File: src/rtl/core/mhnt_pkg.sv
// Package for the held-note table: outcome codes, register indexes, table
// entry type, divider control struct and fixed field widths. No dependencies.
package mhnt_pkg;

    localparam int STATUS_W = 8;
    localparam int KEY_W    = 7;
    localparam int VEL_W    = 7;
    localparam int OUTC_W   = 3;
    localparam int HCNT_W   = 5;
    localparam int CFG_IDX_W = 1;

    typedef enum logic [OUTC_W-1:0] {
        OUT_IGNORED   = 3'd0,
        OUT_ADDED     = 3'd1,
        OUT_DUPLICATE = 3'd2,
        OUT_FULL      = 3'd3,
        OUT_REMOVED   = 3'd4,
        OUT_NOT_FOUND = 3'd5
    } outcome_t;

    localparam logic [CFG_IDX_W-1:0] REG_NOTE_ON  = 1'b0;
    localparam logic [CFG_IDX_W-1:0] REG_NOTE_OFF = 1'b1;

    typedef struct packed {
        logic [KEY_W-1:0] key;
        logic [VEL_W-1:0] vel;
    } entry_t;

    typedef struct packed {
        logic start;
        logic done;
    } div_ctl_t;

endpackage

File: src/rtl/core/midi_held_note_table.sv
// Top level of the MIDI held-note table: ordered key/velocity memory,
// sequencer and output register. Depends on mhnt_pkg and mhnt_divider.
//
// One MIDI message per transfer; one result per message. The block takes a
// message only when its sequencer is idle. A message walks the table through
// the table memory, reading and then comparing each entry visited; a
// note-off that hits then moves each later entry down, a read and then a
// write per entry; the mean velocity comes from a running sum through a
// serial divider at one quotient bit per cycle (11 sum bits for 16 entries).
// The result sits in an output register, so the next message can be taken
// while it waits. The table needs no clearing after reset.
module midi_held_note_table #(
    parameter int MAX_HELD_NOTES = 16
) (
    input  logic                            clk,
    input  logic                            rst_n,
    input  logic                            s_tvalid,
    output logic                            s_tready,
    input  logic [23:0]                     s_tdata,   // status_byte, key_number, key_velocity
    output logic                            m_tvalid,
    input  logic                            m_tready,
    output logic [15:0]                     m_tdata,   // outcome, held_count, average_velocity
    input  logic                            cfg_valid,
    output logic                            cfg_ready,
    input  logic [mhnt_pkg::CFG_IDX_W-1:0]  cfg_index,
    input  logic [7:0]                      cfg_data
);
    import mhnt_pkg::*;

    localparam int CW = $clog2(MAX_HELD_NOTES + 1);
    localparam int AW = (MAX_HELD_NOTES > 1) ? $clog2(MAX_HELD_NOTES) : 1;
    localparam int SW = $clog2(127 * MAX_HELD_NOTES + 1);
    localparam logic [CW-1:0] MAX_C = CW'(MAX_HELD_NOTES);

    typedef enum logic [2:0] {
        ST_IDLE,
        ST_SEARCH,
        ST_CMP,
        ST_SHIFT_RD,
        ST_SHIFT_WR,
        ST_DIV,
        ST_DIV_WAIT,
        ST_OUT
    } state_t;

    state_t              state_reg;
    logic [7:0]          on_status_reg;
    logic [7:0]          off_status_reg;
    logic                op_on_reg;
    logic [KEY_W-1:0]    key_reg;
    logic [VEL_W-1:0]    vel_reg;
    logic [CW-1:0]       count_reg;
    logic [CW-1:0]       idx_reg;
    logic [SW-1:0]       sum_reg;
    outcome_t            outcome_reg;
    logic                m_tvalid_reg;
    outcome_t            out_outcome_reg;
    logic [HCNT_W-1:0]   out_count_reg;
    logic [VEL_W-1:0]    out_avg_reg;

    entry_t              mem [MAX_HELD_NOTES];
    entry_t              rd_data_reg;
    logic                mem_we;
    logic                mem_re;
    logic [AW-1:0]       mem_waddr;
    logic [AW-1:0]       mem_raddr;
    entry_t              mem_wdata;

    logic [CW-1:0]       idx_plus1;
    logic [7:0]          in_status;
    logic [KEY_W-1:0]    in_key;
    logic [VEL_W-1:0]    in_vel;
    logic                in_xfer;
    logic                out_free;
    logic [CW+HCNT_W-1:0] count_ext;
    div_ctl_t            div_ctl;
    logic [SW-1:0]       div_quo;

    assign in_status = s_tdata[7:0];
    assign in_key    = s_tdata[14:8];
    assign in_vel    = s_tdata[21:15];
    assign s_tready  = (state_reg == ST_IDLE);
    assign in_xfer   = s_tvalid && s_tready;
    assign out_free  = !m_tvalid_reg || m_tready;
    assign idx_plus1 = idx_reg + 1'b1;
    assign count_ext = {{HCNT_W{1'b0}}, count_reg};
    assign cfg_ready = 1'b1;

    assign div_ctl.start = (state_reg == ST_DIV);

    mhnt_divider #(
        .DW (SW),
        .VW (CW)
    ) u_div (
        .clk      (clk),
        .rst_n    (rst_n),
        .start    (div_ctl.start),
        .dividend (sum_reg),
        .divisor  (count_reg),
        .done     (div_ctl.done),
        .quotient (div_quo)
    );

    always_ff @(posedge clk or negedge rst_n)
    begin
        if (!rst_n)
        begin
            on_status_reg  <= 8'd144;
            off_status_reg <= 8'd128;
        end
        else if (cfg_valid && cfg_ready)
        begin
            unique case (cfg_index)
                REG_NOTE_ON:  on_status_reg  <= cfg_data;
                REG_NOTE_OFF: off_status_reg <= cfg_data;
                default: ;
            endcase
        end
    end

    always_comb
    begin
        mem_we    = 1'b0;
        mem_re    = 1'b0;
        mem_waddr = idx_reg[AW-1:0];
        mem_raddr = idx_reg[AW-1:0];
        mem_wdata = rd_data_reg;
        unique case (state_reg)
            ST_SEARCH:
            begin
                if (idx_reg != count_reg)
                begin
                    mem_re = 1'b1;
                end
                else if (op_on_reg && (count_reg < MAX_C))
                begin
                    mem_we    = 1'b1;
                    mem_wdata = '{key: key_reg, vel: vel_reg};
                end
            end
            ST_SHIFT_RD:
            begin
                if (idx_plus1 != count_reg)
                begin
                    mem_re    = 1'b1;
                    mem_raddr = idx_plus1[AW-1:0];
                end
            end
            ST_SHIFT_WR:
            begin
                mem_we = 1'b1;
            end
            default: ;
        endcase
    end

    always_ff @(posedge clk)
    begin
        if (mem_we)
        begin
            mem[mem_waddr] <= mem_wdata;
        end
        if (mem_re)
        begin
            rd_data_reg <= mem[mem_raddr];
        end
    end

    always_ff @(posedge clk or negedge rst_n)
    begin
        if (!rst_n)
        begin
            state_reg       <= ST_IDLE;
            count_reg       <= '0;
            sum_reg         <= '0;
            idx_reg         <= '0;
            op_on_reg       <= 1'b0;
            outcome_reg     <= OUT_IGNORED;
            m_tvalid_reg    <= 1'b0;
            out_outcome_reg <= OUT_IGNORED;
            out_count_reg   <= '0;
            out_avg_reg     <= '0;
            key_reg         <= '0;
            vel_reg         <= '0;
        end
        else
        begin
            if (m_tvalid_reg && m_tready && (state_reg != ST_OUT))
            begin
                m_tvalid_reg <= 1'b0;
            end
            unique case (state_reg)
                ST_IDLE:
                begin
                    if (in_xfer)
                    begin
                        key_reg   <= in_key;
                        vel_reg   <= in_vel;
                        idx_reg   <= '0;
                        op_on_reg <= (in_status == on_status_reg);
                        if ((in_status == on_status_reg) || (in_status == off_status_reg))
                        begin
                            state_reg <= ST_SEARCH;
                        end
                        else
                        begin
                            outcome_reg <= OUT_IGNORED;
                            state_reg   <= ST_DIV;
                        end
                    end
                end
                ST_SEARCH:
                begin
                    if (idx_reg != count_reg)
                    begin
                        state_reg <= ST_CMP;
                    end
                    else
                    begin
                        state_reg <= ST_DIV;
                        if (!op_on_reg)
                        begin
                            outcome_reg <= OUT_NOT_FOUND;
                        end
                        else if (count_reg < MAX_C)
                        begin
                            outcome_reg <= OUT_ADDED;
                            count_reg   <= count_reg + 1'b1;
                            sum_reg     <= sum_reg + SW'(vel_reg);
                        end
                        else
                        begin
                            outcome_reg <= OUT_FULL;
                        end
                    end
                end
                ST_CMP:
                begin
                    if (rd_data_reg.key == key_reg)
                    begin
                        if (op_on_reg)
                        begin
                            outcome_reg <= OUT_DUPLICATE;
                            state_reg   <= ST_DIV;
                        end
                        else
                        begin
                            sum_reg   <= sum_reg - SW'(rd_data_reg.vel);
                            state_reg <= ST_SHIFT_RD;
                        end
                    end
                    else
                    begin
                        idx_reg   <= idx_plus1;
                        state_reg <= ST_SEARCH;
                    end
                end
                ST_SHIFT_RD:
                begin
                    if (idx_plus1 == count_reg)
                    begin
                        count_reg   <= count_reg - 1'b1;
                        outcome_reg <= OUT_REMOVED;
                        state_reg   <= ST_DIV;
                    end
                    else
                    begin
                        state_reg <= ST_SHIFT_WR;
                    end
                end
                ST_SHIFT_WR:
                begin
                    idx_reg   <= idx_plus1;
                    state_reg <= ST_SHIFT_RD;
                end
                ST_DIV:
                begin
                    state_reg <= ST_DIV_WAIT;
                end
                ST_DIV_WAIT:
                begin
                    if (div_ctl.done)
                    begin
                        state_reg <= ST_OUT;
                    end
                end
                ST_OUT:
                begin
                    if (out_free)
                    begin
                        m_tvalid_reg    <= 1'b1;
                        out_outcome_reg <= outcome_reg;
                        out_count_reg   <= count_ext[HCNT_W-1:0];
                        out_avg_reg     <= (count_reg == '0) ? '0 : div_quo[VEL_W-1:0];
                        state_reg       <= ST_IDLE;
                    end
                end
                default:
                begin
                    state_reg <= ST_IDLE;
                end
            endcase
        end
    end

    assign m_tvalid = m_tvalid_reg;
    assign m_tdata  = {1'b0, out_avg_reg, out_count_reg, out_outcome_reg};

    a_count_bound: assert property (@(posedge clk) disable iff (!rst_n)
        count_reg <= MAX_C)
        else $error("held count above table depth");

    a_empty_sum: assert property (@(posedge clk) disable iff (!rst_n)
        (count_reg == '0) |-> (sum_reg == '0))
        else $error("velocity sum nonzero with empty table");

    a_busy_after: assert property (@(posedge clk) disable iff (!rst_n)
        in_xfer |=> !s_tready)
        else $error("ready while a message is in progress");

    a_out_load: assert property (@(posedge clk) disable iff (!rst_n)
        (state_reg == ST_OUT && out_free) |=> (m_tvalid && state_reg == ST_IDLE))
        else $error("result not presented after sequencer finished");

endmodule

File: src/rtl/core/mhnt_divider.sv
// Restoring serial divider for the held-note table, one quotient bit per cycle.
// Imports mhnt_pkg, though it uses no item from the package.
module mhnt_divider #(
    parameter int DW = 11,
    parameter int VW = 5
) (
    input  logic                 clk,
    input  logic                 rst_n,
    input  logic                 start,
    input  logic [DW-1:0]        dividend,
    input  logic [VW-1:0]        divisor,
    output logic                 done,
    output logic [DW-1:0]        quotient
);
    import mhnt_pkg::*;

    localparam int CNT_W = $clog2(DW + 1);

    logic             busy_reg;
    logic             done_reg;
    logic [CNT_W-1:0] cnt_reg;
    logic [DW-1:0]    quo_reg;
    logic [VW-1:0]    rem_reg;
    logic [VW-1:0]    dvs_reg;
    logic [VW:0]      trial;
    logic             ge;

    assign trial = {rem_reg, quo_reg[DW-1]};
    assign ge    = (trial >= {1'b0, dvs_reg});

    always_ff @(posedge clk or negedge rst_n)
    begin
        if (!rst_n)
        begin
            busy_reg <= 1'b0;
            done_reg <= 1'b0;
            cnt_reg  <= '0;
        end
        else
        begin
            done_reg <= 1'b0;
            if (start)
            begin
                busy_reg <= 1'b1;
                cnt_reg  <= CNT_W'(DW);
            end
            else if (busy_reg)
            begin
                cnt_reg <= cnt_reg - 1'b1;
                if (cnt_reg == CNT_W'(1))
                begin
                    busy_reg <= 1'b0;
                    done_reg <= 1'b1;
                end
            end
        end
    end

    always_ff @(posedge clk)
    begin
        if (start)
        begin
            quo_reg <= dividend;
            rem_reg <= '0;
            dvs_reg <= divisor;
        end
        else if (busy_reg)
        begin
            quo_reg <= {quo_reg[DW-2:0], ge};
            rem_reg <= ge ? VW'(trial - {1'b0, dvs_reg}) : trial[VW-1:0];
        end
    end

    assign done     = done_reg;
    assign quotient = quo_reg;

endmodule
File: config.mk
export PLATFORM = sky130hd
export DESIGN_NAME = midi_held_note_table
export DESIGN_NICKNAME = d
export VERILOG_FILES = /design/src/rtl/core/mhnt_pkg.sv /design/src/rtl/core/midi_held_note_table.sv /design/src/rtl/core/mhnt_divider.sv
export SDC_FILE = /design/constraint.sdc
export NUM_CORES = 1
export LEC_CHECK = 0
export BUFFER_PORTS_ARGS = -buffer_cell sky130_fd_sc_hd__buf_4
export CAP_MARGIN = 20
export CORE_MARGIN = 3
export CORE_UTILIZATION = 60
export CTS_CLUSTER_DIAMETER = 30
export DETAILED_ROUTE_END_ITERATION = 8
export PLACE_DENSITY = 0.79
export SLEW_MARGIN = 20
export SYNTH_ARGS = -nofsm -noshare
export SYNTH_HDL_FRONTEND = slang
export SYNTH_HIERARCHICAL = 1
export SYNTH_SLANG_ARGS = --single-unit
File: constraint.sdc
create_clock -name clk -period 4.6 [get_ports clk]
set_clock_uncertainty 0.1 [all_clocks]
set_input_delay 0.23 -clock clk [delete_from_list [all_inputs] [get_ports clk]]
set_output_delay 0.23 -clock clk [all_outputs]
set_load 0.005 [all_outputs]
==> impl_metrics.toml, run 1 <==
[drt]
route.vias.total = 12060
detailedRoute.firstPassIterationCount = 7
per_cell_routed_wire_length_um = 22.12
antenna_violating_nets_post_route = 0
detail_route.iter0.violations = 1254
vias_per_cell = 6.473
drt_wl_total_mm = 41.22
drt_drc_violations_left = 0

[finish]
max_ffs_per_register = 224
layout_commonest_cell = "sky130_fd_sc_hd__edfxtp_1"
antenna_cells = 0
most_frequent_cells_in_the_layout = "254 x sky130_fd_sc_hd__edfxtp_1, 107 x sky130_fd_sc_hd__mux2i_1, 101 x sky130_fd_sc_hd__buf_4"
layout-drive-gt1-share_pct = 21.80
fin_nets = 1502
synthToLayoutAreaGrowth_pct = 20.49

[synthesis]
postSynth.asyncResetShare_pct = 23.60
seq_area_frac_synth_pct = 57.94
synth_cell_type_count = 78
synthesis.nets = 1392
post_synth_instance_area_um2 = 16800
synth_top_area_share_pct = 45.40
synth-edff-count = 254
synth_warnings = 6
post_synth.cell_area_avg_um2 = 12.67
synth.top_cells.by_area = "sky130_fd_sc_hd__edfxtp_1 45%, sky130_fd_sc_hd__dfrtp_1 11%, sky130_fd_sc_hd__mux2i_1 6.4%"
syn_inst = 1326
postSynth.topFlopCell = "sky130_fd_sc_hd__edfxtp_1"
synth_seq_cells = 339
synth.largest_area_cell = "sky130_fd_sc_hd__edfxtp_1"

[cts]
cts-root-buf = "sky130_fd_sc_hd__clkbuf_16"
post_cts_buffers = 0
post_cts_resize_count = 0
clk_latency_ns = 0.57
worst_setup_hold_path_clk_slew_ns = 0.05
cts.htree.levels = 3
cts_tree = "built"
ctsHoldBuffers = 24
clock_tree.buffer_depth = 3
clock_net_sink_count = 339
cts_inserted_buffers = 67

[grt]
track_usage_pct = 27.18
initial_antenna_violation_count = 0
top_usage_layer = "met2"
first_global_vias = 12270
grt_pass1_wl_mm = 65.47
pin_count_of_the_biggest_net_entering_global_routing = 65
global_route_met2_usage_pct = 46.14
globalRouteMet3Util_pct = 4.972
met1_usage_pct = 33.77
grt.overflow.total = 0

[place]
placement.setup.worst_slack_ns = 0.6002
dpl.hpwl_mm = 25.07
quantity_of_i_o_buffers_inserted_on_ports = 52
gp_routability_congestion = 0.9080

[sta]
postLayoutSetupSlackWorst_ns = 0.5575
timing.setup.tns_ns = 0
final.min_clock_period_ns = 4.042
period_share_pct = 87.88
max_freq_ghz = 0.2474
slew_viol_final = 0
slew-limit-headroom_pct = 29.77
whs_ns = 0.02436
setup_viol = 0
rsz0062_at_grt = "no"
hold_viol_final = 0
tightestPinTransition_ns = 1.053

[setup_path]
setup.worst_path.class = "reg2reg"
critical_path.max_fanout = 13
worst_ep_arrival_ns = 4.24
timing.critical_path.to_type = "flop"
worst_ep_required_time_ns = 4.80
worst_setup_path_start_kind = "flop"

[die]
die_x_um = 173.3
die_h_um = 173.3
row_count = 60
initial_utilization_pct = 61.64
fp.dieArea_um2 = 30040
io_pins = 57
core_area_um2 = 27250

[worst_hold_path]
min-delay-path-class = "in2reg"

[power]
power_density_nw_per_um2 = 412.1
ir_worst_vdd_uv = 452.9
p_leak_nw = 6.928

[flow_run]
timing.max_cap.violations = 0

[status]
outcome = "finished, final reports clean"
[where the power goes]
group	switching, mW	internal, mW
logic	0.0443	0.0626
registers	0.0135	3.28
clock network	1.72	3.22
[path summary, 6_finish.rpt]
| path | from | end | slack (ns) | cells past startpoint |
|---|---|---|---|---|
| min in group asynchronous | rst_n | count_reg[4] | 0.06 | 2 |
| max reg2reg | idx_reg[0] | rd_data_reg[13] | 0.56 | 11 |
| max in group asynchronous | rst_n | key_reg[2] | 3.34 | 3 |
| min reg2reg | sum_reg[10] | sum_reg[10] | 0.38 | 1 |
| max | idx_reg[0] | rd_data_reg[13] | 0.56 | 11 |
| min | s_tvalid | state_reg[2] | 0.02 | 3 |
[metrics by stage]
step	utilization, %	instances	area [µm²]	power [mW]
global route	74.27	1863	20240	8.572
finish	74.27	1863	20240	8.341
CTS	74.27	1863	20240	8.397
floorplan	-	1326	16800	3.394
global placement	64.84	1715	17670	3.441
detailed placement	64.84	1715	17670	3.445
[cell usage after synthesis (32+ instances only)]
master                     number
sky130_fd_sc_hd__edfxtp_1     254
sky130_fd_sc_hd__mux2i_1      107
sky130_fd_sc_hd__nand2_1       90
sky130_fd_sc_hd__o22ai_1       79
sky130_fd_sc_hd__dfrtp_1       77
sky130_fd_sc_hd__mux2_2        63
sky130_fd_sc_hd__nor2_1        60
sky130_fd_sc_hd__a21oi_1       47
sky130_fd_sc_hd__o21ai_0       40
sky130_fd_sc_hd__clkbuf_1      35
sky130_fd_sc_hd__xor2_1        34
sky130_fd_sc_hd__inv_1         33
sky130_fd_sc_hd__buf_2         32
[kinds of logic (layout without fill, tap and decap cells)]
logic type | Yosys count | in the layout | synth area share (%)
flip-flops | 339 | 339 | 57.94
AO/OA/AOI/OAI | 314 | 314 | 13.15
AND/OR/NAND/NOR | 289 | 289 | 8.424
multiplexers | 183 | 183 | 12.21
buffers and inverters | 118 | 283 | 3.165
XOR/XNOR | 53 | 53 | 2.853
adder cells (fa/ha/maj) | 28 | 28 | 2.220
other | 2 | 2 | 0.04471
[per-layer routing]
layer  part of all wire (%)  vias to the layer above
met5                      0                        -
met4                    4.2                        0
met3                    7.7                      137
met2                     50                      622
met1                     38                     5928
li1                       -                     5372
[worst max-delay path, stage by stage (launching register included)]
cell and delay, ns:
sky130_fd_sc_hd__dfrtp_1 0.58, sky130_fd_sc_hd__ha_1 0.21, sky130_fd_sc_hd__buf_4 0.21, sky130_fd_sc_hd__nand3_1 0.21
sky130_fd_sc_hd__xor2_1 0.26, sky130_fd_sc_hd__a31oi_4 0.50, sky130_fd_sc_hd__a21oi_1 0.21, sky130_fd_sc_hd__o21ai_2 0.59
sky130_fd_sc_hd__a211oi_1 0.08, sky130_fd_sc_hd__a2111oi_0 0.52, sky130_fd_sc_hd__buf_4 0.22, sky130_fd_sc_hd__o311ai_1 0.08
[final cells by class]
cell class | count | area (µm²)
clock inverters | 50 | 616.8
inverters | 34 | 127.6
well taps | 372 | 465.4
repair buffers | 125 | 998.5
flip-flops and latches | 339 | 9737
clock buffers | 74 | 1713
fillers | 1668 | 7010
multi-input cells | 869 | 6583
Note: power is estimated with default switching activity, not from simulation.
==> inputs of run 2 (changes only) <==
- PLACE_DENSITY: 0.79 -> 0.8
- SYNTH_HIERARCHICAL: 1 -> unset
==> impl_metrics.toml, run 2 <==
[cts]
clock_net_sink_count = 339
post_cts_resize_count = 0
post_cts_buffers = 0
cts_inserted_buffers = 60
ctsHoldBuffers = 26
cts_tree = "built"
clk_latency_ns = 0.59
cts.htree.levels = 2
clock_tree.buffer_depth = 3
cts-root-buf = "sky130_fd_sc_hd__clkbuf_16"
worst_setup_hold_path_clk_slew_ns = 0.05

[power]
p_total_mw = 13.67
ir_worst_vdd_uv = 433.3
p_leak_nw = 7.060
power_density_nw_per_um2 = 713.9

[finish]
fillCellCount = 1583
layout_commonest_cell = "sky130_fd_sc_hd__edfxtp_1"
most_frequent_cells_in_the_layout = "254 x sky130_fd_sc_hd__edfxtp_1, 148 x sky130_fd_sc_hd__nand2_1, 87 x sky130_fd_sc_hd__buf_4"
layout-drive-gt1-share_pct = 21.86
ff_latch_area_um2 = 9737
antenna_cells = 0
fin_nets = 1401
synthToLayoutAreaGrowth_pct = 19.38
max_ffs_per_register = 224
multi_input_comb_area_um2 = 5843

[setup_path]
worst_ep_required_time_ns = 4.96
rr_worst_depth = 12
worst_setup_path_start_kind = "flop"
reg2reg_to = "sum_reg[10]"
critical_path.max_fanout = 21
r2r_slack_ns = 0.68
setup.worst_path.class = "reg2reg"
worst_ep_arrival_ns = 4.28
timing.critical_path.to_type = "flop"
critical_path.reg2reg.startpoint = "state_reg[1]"
timing.critical_path.from = "state_reg[1]"
worstSetupEndpoint = "sum_reg[10]"

[synthesis]
synth_compound_area_share_pct = 13.33
postSynth.asyncResetShare_pct = 23.60
post_synth_xor_area_fraction_pct = 2.941
synth_seq_cells = 339
synth.cells.most_frequent = "254 x sky130_fd_sc_hd__edfxtp_1, 148 x sky130_fd_sc_hd__nand2_1, 78 x sky130_fd_sc_hd__o22ai_1, 77 x sky130_fd_sc_hd__dfrtp_1, 70 x sky130_fd_sc_hd__mux2_2"
synth_top_area_share_pct = 47.55
syn_inst = 1236
synth-edff-count = 254
synth.top_cells.by_area = "sky130_fd_sc_hd__edfxtp_1 48%, sky130_fd_sc_hd__dfrtp_1 12%, sky130_fd_sc_hd__mux2_2 4.9%"
leading_cell_type_by_number_of_instances_after_synthesis = "sky130_fd_sc_hd__edfxtp_1"
post_synth_instance_area_um2 = 16040
synth_top_family_by_area = "compound AO/OA/AOI/OAI gates"
synth_warnings = 0
seq_area_frac_synth_pct = 60.68
synth_fa_ha_area_share_pct = 2.324
synth_cell_type_count = 74
post_synth.cell_area_avg_um2 = 12.98
synth_mux_area_share_pct = 8.690
synth.largest_area_cell = "sky130_fd_sc_hd__edfxtp_1"
postSynth.topFlopCell = "sky130_fd_sc_hd__edfxtp_1"
synthesis.nets = 1302
yosys.area_share.simple_pct = 8.970

[sta]
rsz0062_at_grt = "no"
tightestPinTransition_ns = 0.9916
timing.setup.tns_ns = 0
setup_viol = 0
hold_viol_final = 0
final.min_clock_period_ns = 3.917
slew_viol_final = 0
period_share_pct = 85.14
max_freq_ghz = 0.2553
slew-limit-headroom_pct = 33.57

[drt]
antenna_violating_nets_post_route = 0
vias_per_cell = 6.532
detail_route.iter0.violations = 1519
route.vias.total = 11240
drt_wl_total_mm = 39.65
per_cell_routed_wire_length_um = 23.04
detailedRoute.firstPassIterationCount = 6
drt_drc_violations_left = 0

[grt]
initial_antenna_violation_count = 0
grt_pass1_wl_mm = 62.16
grt.overflow.total = 0
first_global_vias = 11330
pin_count_of_the_biggest_net_entering_global_routing = 85
track_usage_pct = 27.81

[place]
gp_routability_congestion = 0.8685
dpl.hpwl_mm = 23.24
quantity_of_i_o_buffers_inserted_on_ports = 52

[flow_run]
timing.max_cap.violations = 0

[status]
outcome = "finished, final reports clean"

[die]
initial_utilization_pct = 61.38
core_area_um2 = 26130
fp.dieArea_um2 = 28730
io_pins = 57
die_h_um = 169.5
row_count = 59
die_x_um = 169.5

[worst_hold_path]
min-delay-path-class = "in2async"
-- run 2: how the worst min path moves through the flow --
stage / from / endpoint / slack, ns
2_1_floorplan: rst_n / count_reg[0] / -0.17
5_1_grt: rst_n / on_status_reg[4] / 0.08
3_3_place_gp: rst_n / off_status_reg[2] / 0.02
6_report: rst_n / off_status_reg[7] / 0.07
3_5_place_dp: rst_n / off_status_reg[2] / 0.03
4_1_cts: rst_n / off_status_reg[7] / 0.04
-- run 2: worst max-delay path, stage by stage (launching register included) --
cell and delay [ns]:
sky130_fd_sc_hd__dfrtp_1 0.74, sky130_fd_sc_hd__or3b_2 0.65, sky130_fd_sc_hd__nand2_1 0.12, sky130_fd_sc_hd__nand2_1 0.10
sky130_fd_sc_hd__fa_1 0.45, sky130_fd_sc_hd__nor2b_1 0.17, sky130_fd_sc_hd__o21ai_0 0.13, sky130_fd_sc_hd__a21boi_0 0.42
sky130_fd_sc_hd__o21ai_0 0.19, sky130_fd_sc_hd__a21oi_1 0.22, sky130_fd_sc_hd__nor3b_1 0.22, sky130_fd_sc_hd__o31ai_1 0.13
sky130_fd_sc_hd__xnor2_1 0.14
-- run 2: cell type report --
class                      count  area share, %
sequential                   339          50.85
multi-input combinational    790          30.51
clock buffer                  70          8.200
timing repair buffer         114          4.875
clock inverter                43          2.784
tap                          335          2.189
inverter                      30         0.5881
-- run 2: kinds of logic after synthesis --
| family | after synthesis |
|---|---|
| flip-flops | 339 |
| AND/OR/NAND/NOR | 299 |
| AO/OA/AOI/OAI | 295 |
| multiplexers | 113 |
| buffers and inverters | 107 |
| XOR/XNOR | 53 |
| adder cells (fa/ha/maj) | 28 |
| other | 2 |
-- run 2: where the power goes --
group	leakage [nW]	internal (mW)	switching (mW)
sequential	3.35	4.16	0.420
clock	1.00	2.96	1.55
combinational	2.70	1.78	2.80
total	7.06	8.91	4.76
-- run 2: through the flow --
stage | instance area [µm²] | util [%] | setup WS, ns | hold slack [ns] | std cells
2_1_floorplan | 16040 | - | 1.274 | -0.1656 | 1236
3_3_place_gp | 16780 | 64.23 | 0.8736 | 0.02480 | 1582
5_1_grt | 19150 | 73.27 | 0.4347 | 0.07724 | 1721
3_5_place_dp | 16780 | 64.23 | 0.8199 | 0.02837 | 1582
4_1_cts | 19150 | 73.27 | 0.7655 | 0.04413 | 1721
6_report | 19150 | 73.27 | 0.6833 | 0.06944 | 1721
-- run 2: layer usage --
layer	vias to the layer above	wire length, µm	global-route usage (%)
met5	-	0	0
met4	0	1927	12.59
met3	159	3322	5.078
met2	619	19420	47.23
met1	5475	14970	35.15
li1	4989	-	-
